===== config.mk =====
export PLATFORM = sky130hd
export DESIGN_NAME = field_strength_color_ramp_unit
export DESIGN_NICKNAME = d
export VERILOG_FILES = /design/src/rtl/core/fscr_pkg.sv /design/src/rtl/core/field_strength_color_ramp_unit.sv /design/src/rtl/core/fscr_band_select.sv /design/src/rtl/core/fscr_frac_mul.sv /design/src/rtl/core/fscr_blend.sv
export VERILOG_INCLUDE_DIRS = /design/src /design/src/rtl/core
export SDC_FILE = /design/constraint.sdc
export NUM_CORES = 2
export LEC_CHECK = 0
export BUFFER_PORTS_ARGS = -buffer_cell sky130_fd_sc_hd__buf_2
export CAP_MARGIN = 10
export CORE_ASPECT_RATIO = 1.5
export CORE_MARGIN = 5
export CORE_UTILIZATION = 55
export DETAILED_ROUTE_END_ITERATION = 7
export PLACE_DENSITY = 0.74
export SLEW_MARGIN = 20
export SYNTH_ARGS = -nofsm -noshare
export SYNTH_HDL_FRONTEND = slang
export SYNTH_SLANG_ARGS = --single-unit

===== constraint.sdc =====
create_clock -name clk -period 7.5 [get_ports clk]
set_clock_uncertainty 0.05 [all_clocks]
set_input_delay 0.375 -clock clk [delete_from_list [all_inputs] [get_ports clk]]
set_output_delay 0.375 -clock clk [all_outputs]
set_load 0.005 [all_outputs]

===== src/rtl/core/field_strength_color_ramp_unit_macros.svh =====
// Assertion macros shared by the field strength color ramp RTL
`ifndef FIELD_STRENGTH_COLOR_RAMP_UNIT_MACROS_SVH
`define FIELD_STRENGTH_COLOR_RAMP_UNIT_MACROS_SVH

// antecedent holds now, consequent (may start with a delay) follows
`define FSCR_ASSERT_IMPL(label, ante, cons) \
	label: assert property (@(posedge clk) disable iff (!arst_n) (ante) |-> cons) \
		else $error("fscr check failed");

// consequent holds in the cycle after the antecedent
`define FSCR_ASSERT_NEXT(label, ante, cons) \
	label: assert property (@(posedge clk) disable iff (!arst_n) (ante) |=> (cons)) \
		else $error("fscr check failed");

`endif


===== src/rtl/core/fscr_pkg.sv =====
// Types, constants and tables of the field strength color ramp
package fscr_pkg;

	localparam int BAND_COUNT = 6;
	localparam int IDX_W      = $clog2(BAND_COUNT + 1);
	localparam int MAG_W      = 19;
	localparam int D_W        = 18;
	localparam int D_LO_W     = 9;
	localparam int D_HI_W     = D_W - D_LO_W;
	localparam int RCP_W      = 26;
	localparam int PP_W       = RCP_W + D_LO_W;
	localparam int FRAC_W     = 16;
	localparam int ACC_W      = 26;

	localparam logic [1:0] POLE_NONE  = 2'd0;
	localparam logic [1:0] POLE_NORTH = 2'd1;
	localparam logic [1:0] POLE_SOUTH = 2'd2;

	localparam logic [1:0] SCL_DIM    = 2'd0;
	localparam logic [1:0] SCL_LOW    = 2'd1;
	localparam logic [1:0] SCL_MID    = 2'd2;
	localparam logic [1:0] SCL_FULL   = 2'd3;

	localparam logic [MAG_W-1:0] SCL_LIM_DIM = 19'd77;
	localparam logic [MAG_W-1:0] SCL_LIM_LOW = 19'd256;
	localparam logic [MAG_W-1:0] SCL_LIM_MID = 19'd2560;

	localparam logic [7:0] TINT_LIM = 8'd220;
	localparam logic [7:0] TINT_ADD = 8'd30;

	localparam int CH_R = 2;
	localparam int CH_G = 1;
	localparam int CH_B = 0;

	typedef logic [7:0] chan_t;
	typedef logic [2:0][7:0] rgb_t;

	typedef struct packed {
		logic       vld;
		logic [1:0] pole;
		logic [1:0] scl;
	} side_t;

	localparam logic [MAG_W-1:0] BAND_LIMIT [BAND_COUNT] = '{
		19'd128, 19'd256, 19'd768, 19'd2560, 19'd12800, 19'd204800
	};

	localparam rgb_t BAND_RGB [BAND_COUNT] = '{
		{8'd0,   8'd30,  8'd255},
		{8'd0,   8'd200, 8'd255},
		{8'd0,   8'd255, 8'd80},
		{8'd255, 8'd255, 8'd0},
		{8'd255, 8'd140, 8'd0},
		{8'd255, 8'd20,  8'd0}
	};

	localparam logic [RCP_W-1:0] SEG_RECIP [BAND_COUNT] = '{
		26'd0, 26'd33554432, 26'd8388608, 26'd2396745, 26'd419430, 26'd22369
	};

	function automatic logic [8:0] scale_factor(input logic [1:0] scl);
		logic [8:0] f;
		case (scl)
			SCL_DIM:  f = 9'd51;
			SCL_LOW:  f = 9'd102;
			SCL_MID:  f = 9'd179;
			default:  f = 9'd256;
		endcase
		return f;
	endfunction

	function automatic chan_t tint(input chan_t c);
		return (c < TINT_LIM) ? chan_t'(c + TINT_ADD) : 8'd255;
	endfunction

endpackage


===== src/rtl/core/field_strength_color_ramp_unit.sv =====
// Top level of the field strength color ramp: magnitude and pole to RGB
//
//   channel   handshake          payload                 width
//   request   start / busy       magnitude, pole         19, 2
//   result    done (strobe)      red, green, blue        8, 8, 8
//
// A request is taken at every clock edge with start high and busy low.
// Each request gives one result, one per cycle sustained.
// Five register stages: band search, split multiply, fraction, blend, tint/scale.
// busy is high only during reset and until the run flag is registered high after it.
// The receiver cannot stall; the pipeline advances every cycle.
`include "field_strength_color_ramp_unit_macros.svh"

module field_strength_color_ramp_unit import fscr_pkg::*; (
	input  logic             clk,
	input  logic             arst_n,
	input  logic             start,
	output logic             busy,
	input  logic [MAG_W-1:0] magnitude,
	input  logic [1:0]       pole,
	output logic             done,
	output logic [7:0]       red,
	output logic [7:0]       green,
	output logic [7:0]       blue
);

	logic             run_q;
	logic             take;
	logic             black_req;
	side_t            side_s1;
	side_t            side_s3;
	rgb_t             base_s1;
	rgb_t             next_s1;
	rgb_t             base_s3;
	rgb_t             next_s3;
	logic [D_W-1:0]   d_s1;
	logic [RCP_W-1:0] rcp_s1;
	logic [FRAC_W-1:0] frac_s3;

	always_ff @(posedge clk or negedge arst_n) begin
		if (!arst_n) begin
			run_q <= 1'b0;
		end else begin
			run_q <= 1'b1;
		end
	end

	assign busy = ~run_q;
	assign take = start & run_q;
	assign black_req = take && pole == POLE_NONE && magnitude >= BAND_LIMIT[BAND_COUNT-1];

	fscr_band_select u_band (
		.clk       (clk),
		.arst_n    (arst_n),
		.take      (take),
		.magnitude (magnitude),
		.pole      (pole),
		.side_s1   (side_s1),
		.base_s1   (base_s1),
		.next_s1   (next_s1),
		.d_s1      (d_s1),
		.rcp_s1    (rcp_s1)
	);

	fscr_frac_mul u_frac (
		.clk     (clk),
		.arst_n  (arst_n),
		.side_s1 (side_s1),
		.base_s1 (base_s1),
		.next_s1 (next_s1),
		.d_s1    (d_s1),
		.rcp_s1  (rcp_s1),
		.side_s3 (side_s3),
		.base_s3 (base_s3),
		.next_s3 (next_s3),
		.frac_s3 (frac_s3)
	);

	fscr_blend u_blend (
		.clk     (clk),
		.arst_n  (arst_n),
		.side_s3 (side_s3),
		.base_s3 (base_s3),
		.next_s3 (next_s3),
		.frac_s3 (frac_s3),
		.done    (done),
		.red     (red),
		.green   (green),
		.blue    (blue)
	);

	`FSCR_ASSERT_IMPL(a_req_gives_result, start && !busy, ##5 done)
	`FSCR_ASSERT_IMPL(a_result_has_req, done, $past(start && !busy, 5))
	`FSCR_ASSERT_IMPL(a_black_above_top, black_req, ##5 (red == 8'd0 && green == 8'd0 && blue == 8'd0))

endmodule


===== src/rtl/core/fscr_band_select.sv =====
// Stage 1: threshold search, segment operands and brightness band
module fscr_band_select import fscr_pkg::*; (
	input  logic             clk,
	input  logic             arst_n,
	input  logic             take,
	input  logic [MAG_W-1:0] magnitude,
	input  logic [1:0]       pole,
	output side_t            side_s1,
	output rgb_t             base_s1,
	output rgb_t             next_s1,
	output logic [D_W-1:0]   d_s1,
	output logic [RCP_W-1:0] rcp_s1
);

	logic [IDX_W-1:0] seg;
	logic [IDX_W-1:0] seg_m1;
	rgb_t             base_c;
	rgb_t             next_c;
	logic [D_W-1:0]   d_c;
	logic [RCP_W-1:0] rcp_c;
	logic [1:0]       scl_c;

	always_comb begin
		seg = IDX_W'(BAND_COUNT);
		for (int k = BAND_COUNT - 1; k >= 0; k--) begin
			if (magnitude < BAND_LIMIT[k]) begin
				seg = IDX_W'(k);
			end
		end
		seg_m1 = IDX_W'(seg - 1'b1);
		if (seg == '0) begin
			base_c = BAND_RGB[0];
			next_c = BAND_RGB[0];
			d_c    = '0;
			rcp_c  = '0;
		end else if (seg == IDX_W'(BAND_COUNT)) begin
			base_c = '0;
			next_c = '0;
			d_c    = '0;
			rcp_c  = '0;
		end else begin
			base_c = BAND_RGB[seg_m1];
			next_c = BAND_RGB[seg];
			d_c    = D_W'(magnitude - BAND_LIMIT[seg_m1]);
			rcp_c  = SEG_RECIP[seg];
		end
		if (magnitude < SCL_LIM_DIM) begin
			scl_c = SCL_DIM;
		end else if (magnitude < SCL_LIM_LOW) begin
			scl_c = SCL_LOW;
		end else if (magnitude < SCL_LIM_MID) begin
			scl_c = SCL_MID;
		end else begin
			scl_c = SCL_FULL;
		end
	end

	always_ff @(posedge clk or negedge arst_n) begin
		if (!arst_n) begin
			side_s1 <= '0;
		end else begin
			side_s1.vld  <= take;
			side_s1.pole <= pole;
			side_s1.scl  <= scl_c;
		end
	end

	always_ff @(posedge clk) begin
		base_s1 <= base_c;
		next_s1 <= next_c;
		d_s1    <= d_c;
		rcp_s1  <= rcp_c;
	end

endmodule


===== src/rtl/core/fscr_frac_mul.sv =====
// Stages 2 and 3: split product of offset and reciprocal, fraction
module fscr_frac_mul import fscr_pkg::*; (
	input  logic              clk,
	input  logic              arst_n,
	input  side_t             side_s1,
	input  rgb_t              base_s1,
	input  rgb_t              next_s1,
	input  logic [D_W-1:0]    d_s1,
	input  logic [RCP_W-1:0]  rcp_s1,
	output side_t             side_s3,
	output rgb_t              base_s3,
	output rgb_t              next_s3,
	output logic [FRAC_W-1:0] frac_s3
);

	localparam int SUM_W = PP_W + D_LO_W + 1;

	side_t            side_s2;
	rgb_t             base_s2;
	rgb_t             next_s2;
	logic [PP_W-1:0]  pp_lo_s2;
	logic [PP_W-1:0]  pp_hi_s2;
	logic [SUM_W-1:0] sum;
	logic [SUM_W-FRAC_W-1:0] f;

	always_ff @(posedge clk or negedge arst_n) begin
		if (!arst_n) begin
			side_s2 <= '0;
			side_s3 <= '0;
		end else begin
			side_s2 <= side_s1;
			side_s3 <= side_s2;
		end
	end

	always_ff @(posedge clk) begin
		base_s2  <= base_s1;
		next_s2  <= next_s1;
		pp_lo_s2 <= PP_W'(d_s1[D_LO_W-1:0] * rcp_s1);
		pp_hi_s2 <= PP_W'(d_s1[D_W-1:D_LO_W] * rcp_s1);
	end

	always_comb begin
		sum = SUM_W'({pp_hi_s2, {D_LO_W{1'b0}}}) + SUM_W'(pp_lo_s2);
		f   = sum[SUM_W-1:FRAC_W];
	end

	always_ff @(posedge clk) begin
		base_s3 <= base_s2;
		next_s3 <= next_s2;
		frac_s3 <= (|f[SUM_W-FRAC_W-1:FRAC_W]) ? '1 : f[FRAC_W-1:0];
	end

endmodule


===== src/rtl/core/fscr_blend.sv =====
// Stages 4 and 5: channel interpolation, pole tint, brightness scaling
module fscr_blend import fscr_pkg::*; (
	input  logic              clk,
	input  logic              arst_n,
	input  side_t             side_s3,
	input  rgb_t              base_s3,
	input  rgb_t              next_s3,
	input  logic [FRAC_W-1:0] frac_s3,
	output logic              done,
	output chan_t             red,
	output chan_t             green,
	output chan_t             blue
);

	side_t side_s4;
	rgb_t  mix_c;
	rgb_t  mix_s4;
	rgb_t  tint_c;
	rgb_t  out_c;

	always_comb begin
		logic signed [8:0]       diff;
		logic signed [ACC_W-1:0] acc;
		for (int k = 0; k < 3; k++) begin
			diff = $signed({1'b0, next_s3[k]}) - $signed({1'b0, base_s3[k]});
			acc  = $signed({2'b00, base_s3[k], 16'b0}) + $signed({1'b0, frac_s3}) * diff;
			mix_c[k] = acc[ACC_W-1] ? 8'd0 : acc[23:16];
		end
	end

	always_ff @(posedge clk or negedge arst_n) begin
		if (!arst_n) begin
			side_s4 <= '0;
			done    <= 1'b0;
		end else begin
			side_s4 <= side_s3;
			done    <= side_s4.vld;
		end
	end

	always_ff @(posedge clk) begin
		mix_s4 <= mix_c;
	end

	always_comb begin
		logic [16:0] prod;
		tint_c = mix_s4;
		if (side_s4.pole == POLE_NORTH) begin
			tint_c[CH_R] = tint(mix_s4[CH_R]);
		end else if (side_s4.pole == POLE_SOUTH) begin
			tint_c[CH_B] = tint(mix_s4[CH_B]);
		end
		for (int k = 0; k < 3; k++) begin
			prod     = tint_c[k] * scale_factor(side_s4.scl);
			out_c[k] = prod[15:8];
		end
	end

	always_ff @(posedge clk) begin
		red   <= out_c[CH_R];
		green <= out_c[CH_G];
		blue  <= out_c[CH_B];
	end

endmodule

==> impl_metrics.csv <==
group,metric,value,unit
synthesis,synth_warnings,0,
detailed_routing,vias,26019,
detailed_routing,drt_wl_total,82810,um
timing,setup_violations,0,
cells_and_area,nNetsFinal,5175,
timing,worstMarginPinSlew,1071,ps
critical_path,regToRegStartpoint,"u_frac.next_s3[13]$_DFF_P_",
cells_and_area,post-route-util,59.15,%
detailed_routing,detail_route.drc_violations,0,
critical_path,critical_path.max_stage_delay,550,ps
timing,hold_viol_final,0,
synthesis,yosysUniqueCellTypes,92,
global_route,antenna_violations_before_repair,1,
clock_tree,ctsRootBufferMaster,"sky130_fd_sc_hd__clkbuf_16",
clock_tree,cts_max_path_buffers,3,
worst_hold_path,timing.hold.worst.class,"in2reg",
critical_path,timing.critical_path.required,7950,ps
place,detailed_place_hpwl,70940,um
critical_path,classification_of_the_worst_setup_path,"reg2reg",
place,io_buffers,49,
synthesis,ys_seq_elements,233,
die,dieWidth,220.9,um
synthesis,postSynth.topFlopCell,"sky130_fd_sc_hd__dfxtp_1",
timing,final-max-slew-violation-count,0,
critical_path,critical_path.slowest_cell,"sky130_fd_sc_hd__fa_1",
critical_path,capturing_point_of_the_worst_reg2reg_path,"u_blend.mix_s4[10]$_SDFF_PP0_",
detailed_routing,number_of_nets_with_antenna_violations_after_detailed_routing,0,
synthesis,synthArstFlopShare,9.442,%
place,postPlaceCellArea,38150,um2
timing,layout_min_cycle_time,7093,ps
cells_and_area,filler_cell_count,5838,
cells_and_area,n_antenna_cell,0,
worst_hold_path,min_delay_path_depth,3,
synthesis,syn_inst,3943,
synthesis,synth-edff-count,0,
timing,rsz_0062_raised_after_global_routing,"true",
detailed_routing,first_iter_violations,1078,
timing,finalCritPeriodShare,94.57,%
die,die_height,326.3,um
clock_tree,htreeDepth,1,
timing,worst_slew_margin_rel,28.12,%
global_route,grt_pass1_wl,139200,um
run_status,status,"finished, final reports clean",
clock_tree,worst_skew_pair.late_latency,560,ps
die,die_area,72080,um2
die,initial_standard_cell_utilization_of_the_core,55.19,%
die,design.core.area,66470,um2
global_route,grt_remaining_overflow,0,
die,floorplan.io_pins,50,
synthesis,post_synthesis_cell_area,36690,um2
global_route,grt_start_max_net_pins,30,
worst_hold_path,worst_hold_path_ep,"u_band.d_s1[15]$_SDFF_PP0_",
detailed_routing,vias_per_cell,5.298,
place,place_congestion,0.9172,
synthesis,postSynthNetCount,5110,
cells_and_area,drive_above_1_share,5.589,%
clock_tree,clock_sinks,233,
die,placementRows,116,
synthesis,synth_seq_area_share,13.01,%
critical_path,worst-r2r-setup-slack,410,ps
detailed_routing,drt-wirelength-per-cell,16.86,um
detailed_routing,first_pass_iters,5,
critical_path,cpMostUsedCell,"sky130_fd_sc_hd__fa_1",
cells_and_area,area_growth,7.165,%
global_route,track_usage,23.56,%
clock_tree,cts_tree,"yes",
cells_and_area,final_area,39320,um2
flow_run,cap_viol_max_count,0,
critical_path,worst_ep_arrival_time,7540,ps
critical_path,worstSetupStartpointType,"flip-flop",
timing,timing.fmax,141.0,MHz
synthesis,postSynthAreaPerCell,9.305,um2
critical_path,worst_r2r_path_depth,33,
global_route,grt_pass1_vias,28712,
critical_path,critical_path_fanouts_max,7,
clock_tree,cts.clk_slew.worst_paths,70,ps
critical_path,timing.critical_path.to_type,"flip-flop",
clock_tree,cts_buffers,26,
worst_hold_path,holdCritStartpoint,"magnitude[15]",
## worst max-delay path, delay by kind of cell, from the launching register on
| family | cells | cell delay, ps |
|---|---|---|
| AOI/OAI and AO/OA | 12 | 1810 |
| xor gates and xnor gates | 1 | 150 |
| adders and majority gates | 8 | 3270 |
| buffers and inverters | 7 | 690 |
| DFF | 1 | 310 |
| and+or+nand+nor | 5 | 740 |
## flip-flops by register name, indices dropped and copies added, names as in the netlist
signal and flops:
u_frac.frac_s3 16, u_frac.next_s2 10, u_frac.next_s3 10, u_blend.mix_s4 24, u_frac.base_s3 10, u_blend.red 8
u_band.side_s1 5, u_frac.side_s3 5, u_frac.base_s2 10, u_band.base_s1 10, u_blend.blue 8, u_band.rcp_s1 8
run_q 1, u_blend.done 1, u_frac.pp_hi_s2 35, u_band.d_s1 18, u_blend.side_s4 5, u_band.next_s1 10
u_frac.pp_lo_s2 26, u_blend.green 8, u_frac.side_s2 5
## stage by stage
stage	hold WS, ps	setup WS (ps)	TNS, ps	std cells
after floorplan	29.41	393.1	0	3943
after global placement	260.2	161.9	0	4850
after detailed placement	262.1	28.91	0	4850
after CTS	58.90	50.55	0	4907
after global routing	55.71	-3.166	-3.166	4911
final	74.80	407.1	0	4911
## how the worst max path moves through the flow
stage	cells past startpoint	end	slack, ps	from
after global placement	33	u_blend.mix_s4[10]$_SDFF_PP0_	160	u_frac.base_s3[9]$_DFF_P_
after CTS	33	u_blend.mix_s4[10]$_SDFF_PP0_	50	u_frac.base_s3[9]$_DFF_P_
after detailed placement	33	u_blend.mix_s4[10]$_SDFF_PP0_	30	u_frac.base_s3[9]$_DFF_P_
after global routing	33	u_blend.mix_s4[10]$_SDFF_PP0_	-3	u_frac.next_s3[13]$_DFF_P_
final	33	u_blend.mix_s4[10]$_SDFF_PP0_	410	u_frac.next_s3[13]$_DFF_P_
after floorplan	31	u_blend.mix_s4[11]$_SDFF_PP0_	390	u_frac.base_s3[9]$_DFF_P_
## synthesized netlist by cell type, drive strengths merged, types with 41 or more instances
master / number / share of area (%)
a21o: 62 / 1.3
a21oi: 113 / 1.6
and2: 265 / 4.5
clkbuf: 81 / 0.83
dfxtp: 211 / 12
fa: 605 / 33
ha: 538 / 18
inv: 938 / 9.6
nand2: 216 / 2.2
nand2b: 107 / 1.8
nand3: 41 / 0.70
nor2: 196 / 2.0
nor2b: 53 / 0.90
o21ai: 73 / 1.0
xnor2: 93 / 2.2
xor2: 44 / 1.1
## kinds of logic after synthesis
family,after synthesis,share of synthesized area (%)
muxes,3,0.08185
other,1,0.01022
and+or+nand+nor,1000,14.48
AOI/OAI and AO/OA,400,7.227
buffers and inverters,1026,10.56
xor gates and xnor gates,137,3.271
DFF,233,13.01
adders and majority gates,1143,51.36
## timing repair
action	in CTS	in global routing
resized for setup	1	12
endpoints found under the setup margin	1	15
setup buffers	0	3
pin swaps	0	8
hold buffers	11	0
endpoints found under the hold margin	32	0
## final cells by class
cell class,instances,area [um2],share of cell area (%)
Clock buffer,29,693.2,1.763
Clock inverter,17,271.5,0.6906
Inverter,938,3521,8.955
Multi-Input combinational cell,2684,28100,71.47
Sequential cell,233,4775,12.14
Tap cell,885,1107,2.816
Timing Repair Buffer,125,850.8,2.164
## cells in the final DEF, fill, tap and decap left out, drive strengths merged, types with 28 or more instances in the layout
| cell | n |
|---|---|
| clkbuf | 29 |
| inv | 945 |
| xor2 | 44 |
| nor3 | 28 |
| buf | 114 |
| dfxtp | 211 |
| nand3 | 41 |
| o21ai | 73 |
| nand2 | 216 |
| a21oi | 113 |
| and2 | 265 |
| ha | 538 |
| nor2b | 53 |
| xnor2 | 93 |
| fa | 605 |
| a21o | 62 |
| nor2 | 196 |
| nand2b | 107 |
## metal layers
layer  routed length [um]  vias to the layer above  global-route usage, %  share of wire (%)
met5                   13                        -                      0              0.016
met4                 5703                        2                  13.07                6.9
met3                 2982                      287                  2.310                3.6
met2                44230                      638                  44.98                 53
met1                29880                    12813                  25.28                 36
li1                     -                    12279                      -                  -
Power is left out: the tool's default activity adds up to more than one toggle a clock period on the data nets, which glitch-free logic cannot reach.
